<file path="src/rtl/core/ttfs_pkg.sv">
// shared types and constants of the tunnel texel fog shader
// no dependencies
package ttfs_pkg;

  // input transaction kinds
  localparam logic [1:0] KIND_TEX_WR = 2'd0;
  localparam logic [1:0] KIND_PAL_WR = 2'd1;
  localparam logic [1:0] KIND_PIXEL  = 2'd2;
  localparam logic [1:0] KIND_NONE   = 2'd3;

  // configuration register indexes
  localparam logic [1:0] CFG_TEX_SIZE = 2'd0;
  localparam logic [1:0] CFG_SCROLL   = 2'd1;
  localparam logic [1:0] CFG_BLUR     = 2'd2;

  localparam int PAL_DEPTH = 256;
  localparam int Q_DEPTH   = 4;
  localparam int FOG_LEVELS = 16;

  // fog colour, red / green / blue
  localparam logic [7:0] FOG_END [3] = '{8'd50, 8'd0, 8'd50};

  // floor((level << 16) / (FOG_LEVELS - 1))
  localparam logic [16:0] FOG_WEIGHT [FOG_LEVELS] = '{
    17'd0,     17'd4369,  17'd8738,  17'd13107,
    17'd17476, 17'd21845, 17'd26214, 17'd30583,
    17'd34952, 17'd39321, 17'd43690, 17'd48059,
    17'd52428, 17'd56797, 17'd61166, 17'd65536
  };

  // classified operation carried from front to back
  typedef enum logic [1:0] {
    OP_TEX_WR,
    OP_PAL_WR,
    OP_PIXEL
  } op_t;

  typedef struct packed {
    op_t         op;
    logic [7:0]  fog;
    logic [23:0] data;
  } cmd_t;

endpackage

</file>
<file path="src/rtl/core/ttfs_cmd_queue.sv">
// short command queue between front and back ends
// depends on ttfs_pkg
module ttfs_cmd_queue #(
  parameter int ADDR_W = 18
) (
  input  logic               clk,
  input  logic               rst_n,
  input  logic               push,
  input  ttfs_pkg::cmd_t     push_cmd,
  input  logic [ADDR_W-1:0]  push_addr,
  output logic               q_full,
  output logic               q_valid,
  input  logic               pop,
  output ttfs_pkg::cmd_t     head_cmd,
  output logic [ADDR_W-1:0]  head_addr
);
  import ttfs_pkg::*;

  localparam int PW = $clog2(Q_DEPTH);
  localparam int CW = $clog2(Q_DEPTH + 1);

  cmd_t              cmd_q   [Q_DEPTH];
  logic [ADDR_W-1:0] addr_q  [Q_DEPTH];
  logic [PW-1:0]     wr_ptr_r;
  logic [PW-1:0]     rd_ptr_r;
  logic [CW-1:0]     count_r;
  logic [CW-1:0]     count_nxt;

  // entry storage
  always_ff @(posedge clk) begin
    if (push) begin
      cmd_q[wr_ptr_r]  <= push_cmd;
      addr_q[wr_ptr_r] <= push_addr;
    end
  end

  // occupancy
  always_comb begin
    count_nxt = count_r;
    if (push && !pop) begin
      count_nxt = count_r + 1'b1;
    end else if (pop && !push) begin
      count_nxt = count_r - 1'b1;
    end
  end

  // pointers
  always_ff @(posedge clk) begin
    if (!rst_n) begin
      wr_ptr_r <= '0;
      rd_ptr_r <= '0;
      count_r  <= '0;
    end else begin
      if (push) begin
        wr_ptr_r <= wr_ptr_r + 1'b1;
      end
      if (pop) begin
        rd_ptr_r <= rd_ptr_r + 1'b1;
      end
      count_r <= count_nxt;
    end
  end

  assign q_full    = count_r == CW'(Q_DEPTH);
  assign q_valid   = count_r != '0;
  assign head_cmd  = cmd_q[rd_ptr_r];
  assign head_addr = addr_q[rd_ptr_r];

endmodule

</file>
<file path="config.mk">
export PLATFORM = sky130hd
export DESIGN_NAME = ttfs_cmd_queue
export DESIGN_NICKNAME = d
export VERILOG_FILES = /design/src/rtl/core/ttfs_pkg.sv /design/src/rtl/core/ttfs_cmd_queue.sv
export SDC_FILE = /design/constraint.sdc
export NUM_CORES = 1
export LEC_CHECK = 0
export BUFFER_PORTS_ARGS = -buffer_cell sky130_fd_sc_hd__buf_2
export CAP_MARGIN = 10
export CORE_MARGIN = 2
export CORE_UTILIZATION = 61
export CTS_CLUSTER_SIZE = 25
export DETAILED_ROUTE_END_ITERATION = 16
export PLACE_DENSITY = 0.95
export SYNTH_ARGS = -nofsm -noshare
export SYNTH_HDL_FRONTEND = slang
export SYNTH_SLANG_ARGS = --single-unit
</file>
<file path="constraint.sdc">
create_clock -name clk -period 3.8 [get_ports clk]
set_input_delay 0.19 -clock clk [delete_from_list [all_inputs] [get_ports clk]]
set_output_delay 0.19 -clock clk [all_outputs]
set_load 0.01 [all_outputs]
</file>
==> impl_metrics.yaml <==
worst_setup_path:
  cp_max_fo: 52
  critPathRequiredTime_ps: 3610
  cp_top_family: "flip-flops"
  critPathKind: "flip-flop to primary output"
  crit_path_max_incr_delay_ps: 1030
  cp-start-kind: "flip-flop"
  cp_data_arrival_time_ps: 2350
  crit_chain: "mux4_1 -> buf_2"
  critPathCaptureType: "primary output"
  crit_buf_inv: 1
  cp_slowest_cell: "dfxtp_4"
timing:
  fmax_mhz: 393
  rsz0062_at_grt: "no"
  setup_viol: 0
  slew_violations: 0
  tns_ps: 0
  post-route-min-period_ps: 2540
  hold_viol_final: 0
  clock_skew_ps: 9.34
  slew_headroom_pct: 31.1
  tightestPinTransition_ps: 1030
  final.period_utilization_pct: 67.0
floorplan:
  initial_core_util_pct: 63.0
  ios: 110
  dieWidth_um: 119
  die_y_um: 119
  placementRows: 41
  core_mm2: 0.0127
  die_area_mm2: 0.0141
route:
  routedWlPerCell_um: 21.7
  ant_nets: 0
  drc_errors: 0
  via_count: 3894
  wirelength_um: 14800
  drtPass1Iterations: 4
  drt_iter0_markers: 311
  drt-vias-per-instance: 5.71
clocking:
  htreeDepth: 1
  cts_max_path_buffers: 3
  cts-root-buf: "clkbuf_16"
  clk_pin_slew_ps: 60
  clock_latency_ps: 480
  numCtsBuffers: 21
  cts_resized: 0
  cts_num_sinks: 217
  cts_tree: "built"
global_routing:
  antenna_found_initial: 1
  grt_pass1_vias: 4169
  grt_max_degree: 53
  grt_usage_pct: 21.7
  grt_pass1_wl_um: 23100
  gr-total-overflow: 0
place:
  hpwl_um: 8430
  numPortBuffers: 109
  gp_congestion: 0.715
  dpl_cell_area_mm2: 0.00870
layout:
  final_common_cell: "edfxtp_1"
  drive_gt1_share_pct: 39.7
  nFillCells: 690
  layout_common_cells: "edfxtp_1 (208), buf_2 (109), dlygate4sd3_1 (52)"
  nets: 557
  areaGrowthSynthToFinish_pct: 23.0
  stdcell_area_mm2: 0.00985
synthesis:
  synth_top_family_by_area: "multiplexers"
  synth_seq_cells: 217
  syn_nets: 377
  synth_area_leader_cell: "edfxtp_1"
  ys_seq_area_share_pct: 80.2
  avgSynthCellArea_um2: 25.4
  yosys.area_share.xor_xnor_pct: 0.547
  ys_types: 21
  synthTopCellsByArea: "edfxtp_1 (78%), mux4_2 (14%), dfxtp_1 (2.2%)"
  synth_compound_gate_area_share_pct: 0.156
  synth-simple-area-share_pct: 1.16
  synth.area.mux_share_pct: 15.0
  synthAdderAreaFrac_pct: 1.03
  ys_warn_count: 0
  syn_inst: 315
  synth_top_area_share_pct: 78.0
  syn-cell-area_mm2: 0.00801
job:
  max_cap_violations: 0
pwr:
  p_leak_uw: 0.00340
  peakVddDrop_mv: 0.377
  powerDensity_mw_per_mm2: 529
run_status:
  status: "complete, no violations"
min_path:
  hold_class: "input pin to flip-flop"
[path summary, 6_finish.rpt]
check	start	endpoint	slack, ps	depth (start not counted)
setup / recovery	flip-flop	head_addr[17]	1260	2
hold / removal	rst_n	wr_ptr_r[0]$_SDFFE_PN0P_	40	2
setup reg to reg	wr_ptr_r[0]$_SDFFE_PN0P_	addr_q[1][1]$_DFFE_PP_	1720	3
hold reg to reg	wr_ptr_r[1]$_SDFFE_PN0P_	wr_ptr_r[1]$_SDFFE_PN0P_	590	2
[power breakdown]
group	leakage (uW)	switching (uW)	internal, uW	total [uW]
combinational	0.00111	239	267	506
clock	0.000303	808	1080	1880
sequential	0.00199	75.9	2750	2820
total	0.00340	1120	4090	5210
[through the flow]
stage                     worst slack (ps)  instances  utilization (%)  hold slack, ps  total power [uW]
after floorplan                       1610        315                -             289              3150
after global placement                1690        592             68.4             399              3310
after detailed placement              1690        592             68.4             408              3340
after CTS                             1180        681             77.4            21.2              5240
after global routing                  1090        682             77.4            48.2              5380
final                                 1260        682             77.4            37.2              5210
[cell usage after synthesis (all sizes together)]
| cell type | n |
|---|---|
| and2 | 9 |
| xnor2 | 2 |
| mux4 | 52 |
| nor3b | 1 |
| dfxtp | 9 |
| o21ai | 1 |
| mux2i | 2 |
| a21boi | 1 |
| nand2 | 1 |
| xor2 | 3 |
| buf | 11 |
| inv | 4 |
| ha | 5 |
| clkbuf | 1 |
| fa | 1 |
| edfxtp | 208 |
| or3 | 2 |
| nor2b | 2 |
[area by class of cell]
cell class	instances	area [um^2]	area share (%)
Timing Repair Buffer	169	1130	11.4
Clock inverter	8	41.3	0.419
Tap cell	172	215	2.18
Multi-Input combinational cell	82	1440	14.6
Antenna cell	1	2.50	0.0254
Sequential cell	217	6430	65.3
Inverter	4	15.0	0.152
Clock buffer	29	586	5.94
[repair_timing]
item	4_1_cts	5_1_grt
setup buffers	0	0
setup endpoints to repair	0	0
hold buffers	52	0
endpoints found under the hold margin	208	0
[per-layer routing]
metal  wire length (um)  up-vias  track usage, %  part of all wire (%)
met5                  0        -               0                     0
met1               5760     1990            29.0                    39
li1                   -     1689               -                     -
met4                386        0            8.41                   2.6
met2               7600      178            36.6                    51
met3               1060       37            3.38                   7.2
[worst reg2reg max path: stages (launching register included)]
cell and delay, ps:
dfxtp_1 400, ha_1 180, and2_2 720, buf_4 450
[flip-flops by register name, indices dropped and copies added, names as in the netlist, named ones only]
signal	count
cmd_q	136
addr_q	72
count_r	3
rd_ptr_r	2
wr_ptr_r	2
[cells by family after synthesis]
group	count (synthesis)
DFF	217
adders and majority gates	6
xor gates and xnor gates	5
AOI/OAI and AO/OA	2
buffers and inverters	16
and+or+nand+nor	15
muxes	54
Note: power is estimated with default switching activity, not from simulation.
