## config.mk

```make
export PLATFORM = sky130hd
export DESIGN_NAME = ttfs_front
export DESIGN_NICKNAME = d
export VERILOG_FILES = /design/src/rtl/core/ttfs_pkg.sv /design/src/rtl/core/ttfs_front.sv
export SDC_FILE = /design/constraint.sdc
export NUM_CORES = 1
export LEC_CHECK = 0
export BUFFER_PORTS_ARGS = -buffer_cell sky130_fd_sc_hd__buf_2
export CORE_MARGIN = 2
export CORE_UTILIZATION = 45
export DETAILED_ROUTE_END_ITERATION = 8
export GPL_ROUTABILITY_DRIVEN = 1
export PLACE_DENSITY = 0.76
export SYNTH_ARGS = -nofsm -noshare
export SYNTH_HDL_FRONTEND = slang
export SYNTH_SLANG_ARGS = --single-unit
```

## constraint.sdc

```tcl
create_clock -name clk -period 6.6 [get_ports clk]
set_input_delay 1.32 -clock clk [delete_from_list [all_inputs] [get_ports clk]]
set_output_delay 1.32 -clock clk [all_outputs]
set_load 0.005 [all_outputs]
```

## src/rtl/core/ttfs_pkg.sv

```systemverilog
// shared types and constants of the tunnel texel fog shader
// no dependencies
package ttfs_pkg;

  // input transaction kinds
  localparam logic [1:0] KIND_TEX_WR = 2'd0;
  localparam logic [1:0] KIND_PAL_WR = 2'd1;
  localparam logic [1:0] KIND_PIXEL  = 2'd2;
  localparam logic [1:0] KIND_NONE   = 2'd3;

  // configuration register indexes
  localparam logic [1:0] CFG_TEX_SIZE = 2'd0;
  localparam logic [1:0] CFG_SCROLL   = 2'd1;
  localparam logic [1:0] CFG_BLUR     = 2'd2;

  localparam int PAL_DEPTH = 256;
  localparam int Q_DEPTH   = 4;
  localparam int FOG_LEVELS = 16;

  // fog colour, red / green / blue
  localparam logic [7:0] FOG_END [3] = '{8'd50, 8'd0, 8'd50};

  // floor((level << 16) / (FOG_LEVELS - 1))
  localparam logic [16:0] FOG_WEIGHT [FOG_LEVELS] = '{
    17'd0,     17'd4369,  17'd8738,  17'd13107,
    17'd17476, 17'd21845, 17'd26214, 17'd30583,
    17'd34952, 17'd39321, 17'd43690, 17'd48059,
    17'd52428, 17'd56797, 17'd61166, 17'd65536
  };

  // classified operation carried from front to back
  typedef enum logic [1:0] {
    OP_TEX_WR,
    OP_PAL_WR,
    OP_PIXEL
  } op_t;

  typedef struct packed {
    op_t         op;
    logic [7:0]  fog;
    logic [23:0] data;
  } cmd_t;

endpackage

```

## src/rtl/core/ttfs_front.sv

```systemverilog
// front end: configuration registers, input classification and texel address
// depends on ttfs_pkg
module ttfs_front #(
  parameter int MAX_TEX_LOG2 = 8,
  parameter int BLUR_COPIES  = 4,
  parameter int TEX_AW       = 18
) (
  input  logic               clk,
  input  logic               rst_n,
  input  logic               cfg_wr_en,
  input  logic [1:0]         cfg_index,
  input  logic [15:0]        cfg_wdata,
  input  logic               in_valid,
  output logic               in_stall,
  input  logic [1:0]         in_kind,
  input  logic [17:0]        in_load_index,
  input  logic [23:0]        in_load_value,
  input  logic [31:0]        in_tex_coord,
  input  logic [7:0]         in_fog_amount,
  input  logic               q_full,
  output logic               push,
  output ttfs_pkg::cmd_t     push_cmd,
  output logic [TEX_AW-1:0]  push_addr
);
  import ttfs_pkg::*;

  localparam int SW        = $clog2(MAX_TEX_LOG2 + 1);
  localparam int LW        = (BLUR_COPIES > 1) ? $clog2(BLUR_COPIES) : 1;
  localparam int TEX_DEPTH = BLUR_COPIES << (2 * MAX_TEX_LOG2);

  logic [3:0]  tex_size_r;
  logic [15:0] scroll_r;
  logic [1:0]  blur_r;

  logic [SW-1:0]     s;
  logic [LW-1:0]     lvl;
  logic [4:0]        shift;
  logic [15:0]       mask;
  logic [15:0]       tx;
  logic [15:0]       ty;
  logic [TEX_AW-1:0] pix_addr;
  logic              keep;

  // configuration registers
  always_ff @(posedge clk) begin
    if (!rst_n) begin
      tex_size_r <= 4'd8;
      scroll_r   <= 16'd0;
      blur_r     <= 2'd0;
    end else if (cfg_wr_en) begin
      unique case (cfg_index)
        CFG_TEX_SIZE: tex_size_r <= cfg_wdata[3:0];
        CFG_SCROLL:   scroll_r   <= cfg_wdata;
        CFG_BLUR:     blur_r     <= cfg_wdata[1:0];
        default:      ;
      endcase
    end
  end

  // saturated size and blur copy
  always_comb begin
    priority if (tex_size_r == 4'd0) begin
      s = SW'(1);
    end else if (32'(tex_size_r) > MAX_TEX_LOG2) begin
      s = SW'(MAX_TEX_LOG2);
    end else begin
      s = SW'(tex_size_r);
    end
    if (32'(blur_r) >= BLUR_COPIES) begin
      lvl = LW'(BLUR_COPIES - 1);
    end else begin
      lvl = LW'(blur_r);
    end
  end

  // top bits of u and v, scroll, wrap and address
  always_comb begin
    shift    = 5'd16 - 5'(s);
    mask     = (16'd1 << s) - 16'd1;
    tx       = (in_tex_coord[31:16] >> shift) & mask;
    ty       = ((in_tex_coord[15:0] >> shift) + scroll_r) & mask;
    pix_addr = (TEX_AW'(lvl) << {s, 1'b0}) | (TEX_AW'(ty) << s) | TEX_AW'(tx);
  end

  // classification; out of range writes and the unused kind are dropped
  always_comb begin
    push_cmd.fog  = in_fog_amount;
    push_cmd.data = in_load_value;
    push_cmd.op   = OP_PIXEL;
    push_addr     = pix_addr;
    keep          = 1'b0;
    unique case (in_kind)
      KIND_TEX_WR: begin
        push_cmd.op = OP_TEX_WR;
        push_addr   = TEX_AW'(in_load_index);
        keep        = 32'(in_load_index) < TEX_DEPTH;
      end
      KIND_PAL_WR: begin
        push_cmd.op = OP_PAL_WR;
        push_addr   = TEX_AW'(in_load_index[7:0]);
        keep        = in_load_index[17:8] == 10'd0;
      end
      KIND_PIXEL: begin
        keep = 1'b1;
      end
      default: begin
        keep = 1'b0;
      end
    endcase
  end

  assign in_stall = q_full;
  assign push     = in_valid && !q_full && keep;

endmodule

```

==> results by group <==
Run status
  – Status: finished clean

Worst setup path
  – Most Frequent Cell on Critical Path: ha_1
  – CP Cell Sequence: o21bai_4 > inv_2 > nor2_1 > buf_4 > ha_1 > inv_1 > mux2i_1 > ha_1 > a211oi_1 > o21ai_2 > o21bai_1 > nand2_1 > xor2_1 > a221o_1 > a21oi_1 > o41ai_1 > buf_2
  – CP endpoint kind: output pin
  – Crit path required time: about 5.3 ns
  – Arrival time at the worst endpoint: ~4.7 ns
  – CP max-delay cell: ha_1
  – Crit path kind: flip-flop to output pin
  – CP Launch Type: flip-flop
  – CP peak stage delay: 0.60 ns
  – Critical path's top delay family: compound AO/OA/AOI/OAI gates
  – CP Max Fanout: 18
  – Crit path buf inv count: 4

Clocking
  – CTS Buf Count: 3
  – CTS root buffer: clkbuf_8
  – Post-CTS Hold Buffers: 0
  – Post-CTS Setup Inserts: 0
  – Clock slew at reported path FFs: 0.08 ns
  – Clock latency on the worst-skew pair: about 0.27 ns
  – Longest Clk Path Bufs: 2
  – CTS HTree Levels: 1
  – CTS tree: done
  – Clock Sinks: 22

Layout
  – Final Util: 0.488
  – Ant diodes: 0
  – Area grow syn2layout: 6.58%
  – Final net count: roughly 700
  – Share of cells above drive strength 1: 0.214

Hold path
  – Hold Path Class: flip-flop to flip-flop

Placed design
  – Port bufs: 80
  – Worst slack, placed: 0.783 ns
  – RePlAce Congestion: 0.917
  – Detailed placement HPWL: about 8300 um

Synth
  – Post-synthesis register bit count: 22
  – Post-synthesis xor/xnor area fraction: 0.0259
  – Mux contribution to synthesized area: 0.0548
  – Most area-hungry cell type in the Yosys netlist: dfxtp_1
  – Post-synth EDFFs: 0
  – Syn Inst Count: 536
  – Synth Area in Compound Gates: 0.321
  – Most common cell in the netlist: nand2_1
  – Synthesized cell area: approximately 3700 um^2
  – Async S/R FF share, synth: 0
  – Main synth FF type: dfxtp_1
  – Top cell type's share of synthesized area: 0.118
  – Mean Syn Cell Area: about 7 um^2
  – Synth top area cells: dfxtp_1 12%, nand2_1 8.8%, buf_4 7.1%
  – YS warnings: 0
  – Synth Area in Simple Gates: 0.278
  – Synth cell count leaders: 87 x nand2_1, 49 x a21oi_1, 49 x nor2_1
  – Cell variety after synth: 76
  – Main combinational cell family by area after synthesis: compound AO/OA/AOI/OAI gates
  – Seq/Total Area, Yosys: 0.118
  – Synth Area in Adders: 0.0692

GRT
  – Initial antenna violation count: 0
  – Total GRT Usage: 0.234
  – Largest net degree at the start of global routing: 33
  – First-pass GRT wire length: roughly 17000 um
  – Grt ovf: 0
  – Number of global-route vias before repair: 3657

Pwr
  – Pwr Density: approximately 120 nW/um^2
  – Pleak: about 1.7 nW
  – Worst VDD drop: 0.000122 V
  – Total power: ~0.47 mW

Floorplan
  – Die H: around 95 um
  – Core area: 8130 um^2
  – Std cell rows: 33
  – Die area: ~9000 um^2
  – Total I/O pin count: 161
  – Width of the die: approximately 95 um
  – Initial Util: 0.458

STA
  – Min Tclk post-route: approximately 6.0 ns
  – Endpoints failing hold: 0
  – Final Skew: 0 ns
  – RSZ-0062 raised after global routing: false
  – Setup Viol. Count Final: 0
  – Period utilization: 0.910
  – Fmax: ~0.17 GHz
  – Slew @ Worst Pin: ~0.8 ns
  – Slew HR: 0.479
  – Final worst slack: roughly 0.59 ns
  – Max Slew Vio Count: 0
  – Setup_tns: 0 ns

Detailed routing
  – Final wirelength: around 11000 um
  – Detail Route Antenna Nets: 0
  – DRT Pass-1 Iters: 5
  – Vias per cell: between 5 and 6
  – 1st-iter DRT viols: around 470
  – WL per Instance: 15.6 um
  – DRC: 0
  – Vias: approximately 4000

Run
  – Max Cap Violations: 0
-- metrics by stage --
step,instances,area (um^2),hold WS (ns)
final,676,3970,0.470
after global routing,676,3970,0.494
after detailed placement,672,3910,0.464
after CTS,676,3970,0.476
after global placement,672,3910,0.460
after floorplan,542,3750,0.448
-- worst paths after layout --
kind | endpoint | cells past startpoint | from | slack (ns)
worst min-delay path | scroll_r[5] | 2 | scroll_r[5] | 0.47
worst max register to register | tex_size_r[1] | 5 | tex_size_r[1] | 5.48
worst max-delay path | push_addr[9] | 17 | tex_size_r[0] | 0.59
worst min register to register | scroll_r[5] | 2 | scroll_r[5] | 0.47
-- power breakdown --
| part | total, mW | switching (mW) | internal [mW] |
|---|---|---|---|
| sequential | 0.142 | 0.00500 | 0.137 |
| clock | 0.0967 | 0.0434 | 0.0533 |
| combinational | 0.233 | 0.136 | 0.0968 |
-- what timing repair did --
item,CTS,global route
endpoints found under the hold margin,0,0
endpoints found under the setup margin,0,1
gates resized for setup,0,1
-- metal layers --
metal  track usage  routed length (um)  share of wire  vias up
met5             0                   0              0        -
met4        0.0640                 134          0.013        0
met3        0.0200                 886          0.084       16
met2         0.399                4730           0.45      202
met1         0.316                4780           0.45     1789
li1              -                   -              -     1978
-- layout make-up --
| class | instances | area, um^2 |
|---|---|---|
| clock buffer | 4 | 55.1 |
| fill | 844 | 4160 |
| inverter | 11 | 41.3 |
| multi-input combinational | 443 | 2820 |
| sequential | 22 | 442 |
| tap | 105 | 131 |
| timing repair buffer | 91 | 483 |
-- tightest hold or removal path, stage by stage, from the launching register on --
cell	delay [ns]
dfxtp_1	0.32
nand2_1	0.05
a21boi_0	0.06
-- cell usage in the layout, fill, tap and decap left out, types with 4 or more instances in the layout --
cell,count
nand3_1,12
nand4_1,4
inv_1,8
nor2_1,49
a211oi_1,7
nor3_1,12
o211ai_1,5
nor4_1,5
nand2b_1,10
buf_2,80
a31oi_1,13
buf_4,11
o21ai_0,20
xor2_1,6
nand2_1,87
conb_1,7
a21o_1,5
a21boi_0,17
o31ai_1,4
a32oi_1,4
nor2b_1,8
ha_1,19
a21oi_1,49
and3_1,5
dfxtp_1,21
mux2i_1,17
clkbuf_8,4
xnor2_1,5
-- kinds of logic after synthesis --
logic type / Yosys count
flops: 22
buf+inv: 77
compound gates: 170
simple gates: 215
fa+ha+maj: 20
mux: 20
other cells: 1
xor+xnor: 11
-- flip-flops by register name (all words and copies together) (netlist names) --
signal and count:
scroll_r 16, tex_size_r 4, blur_r 2
(Power assumes the default switching activity.)
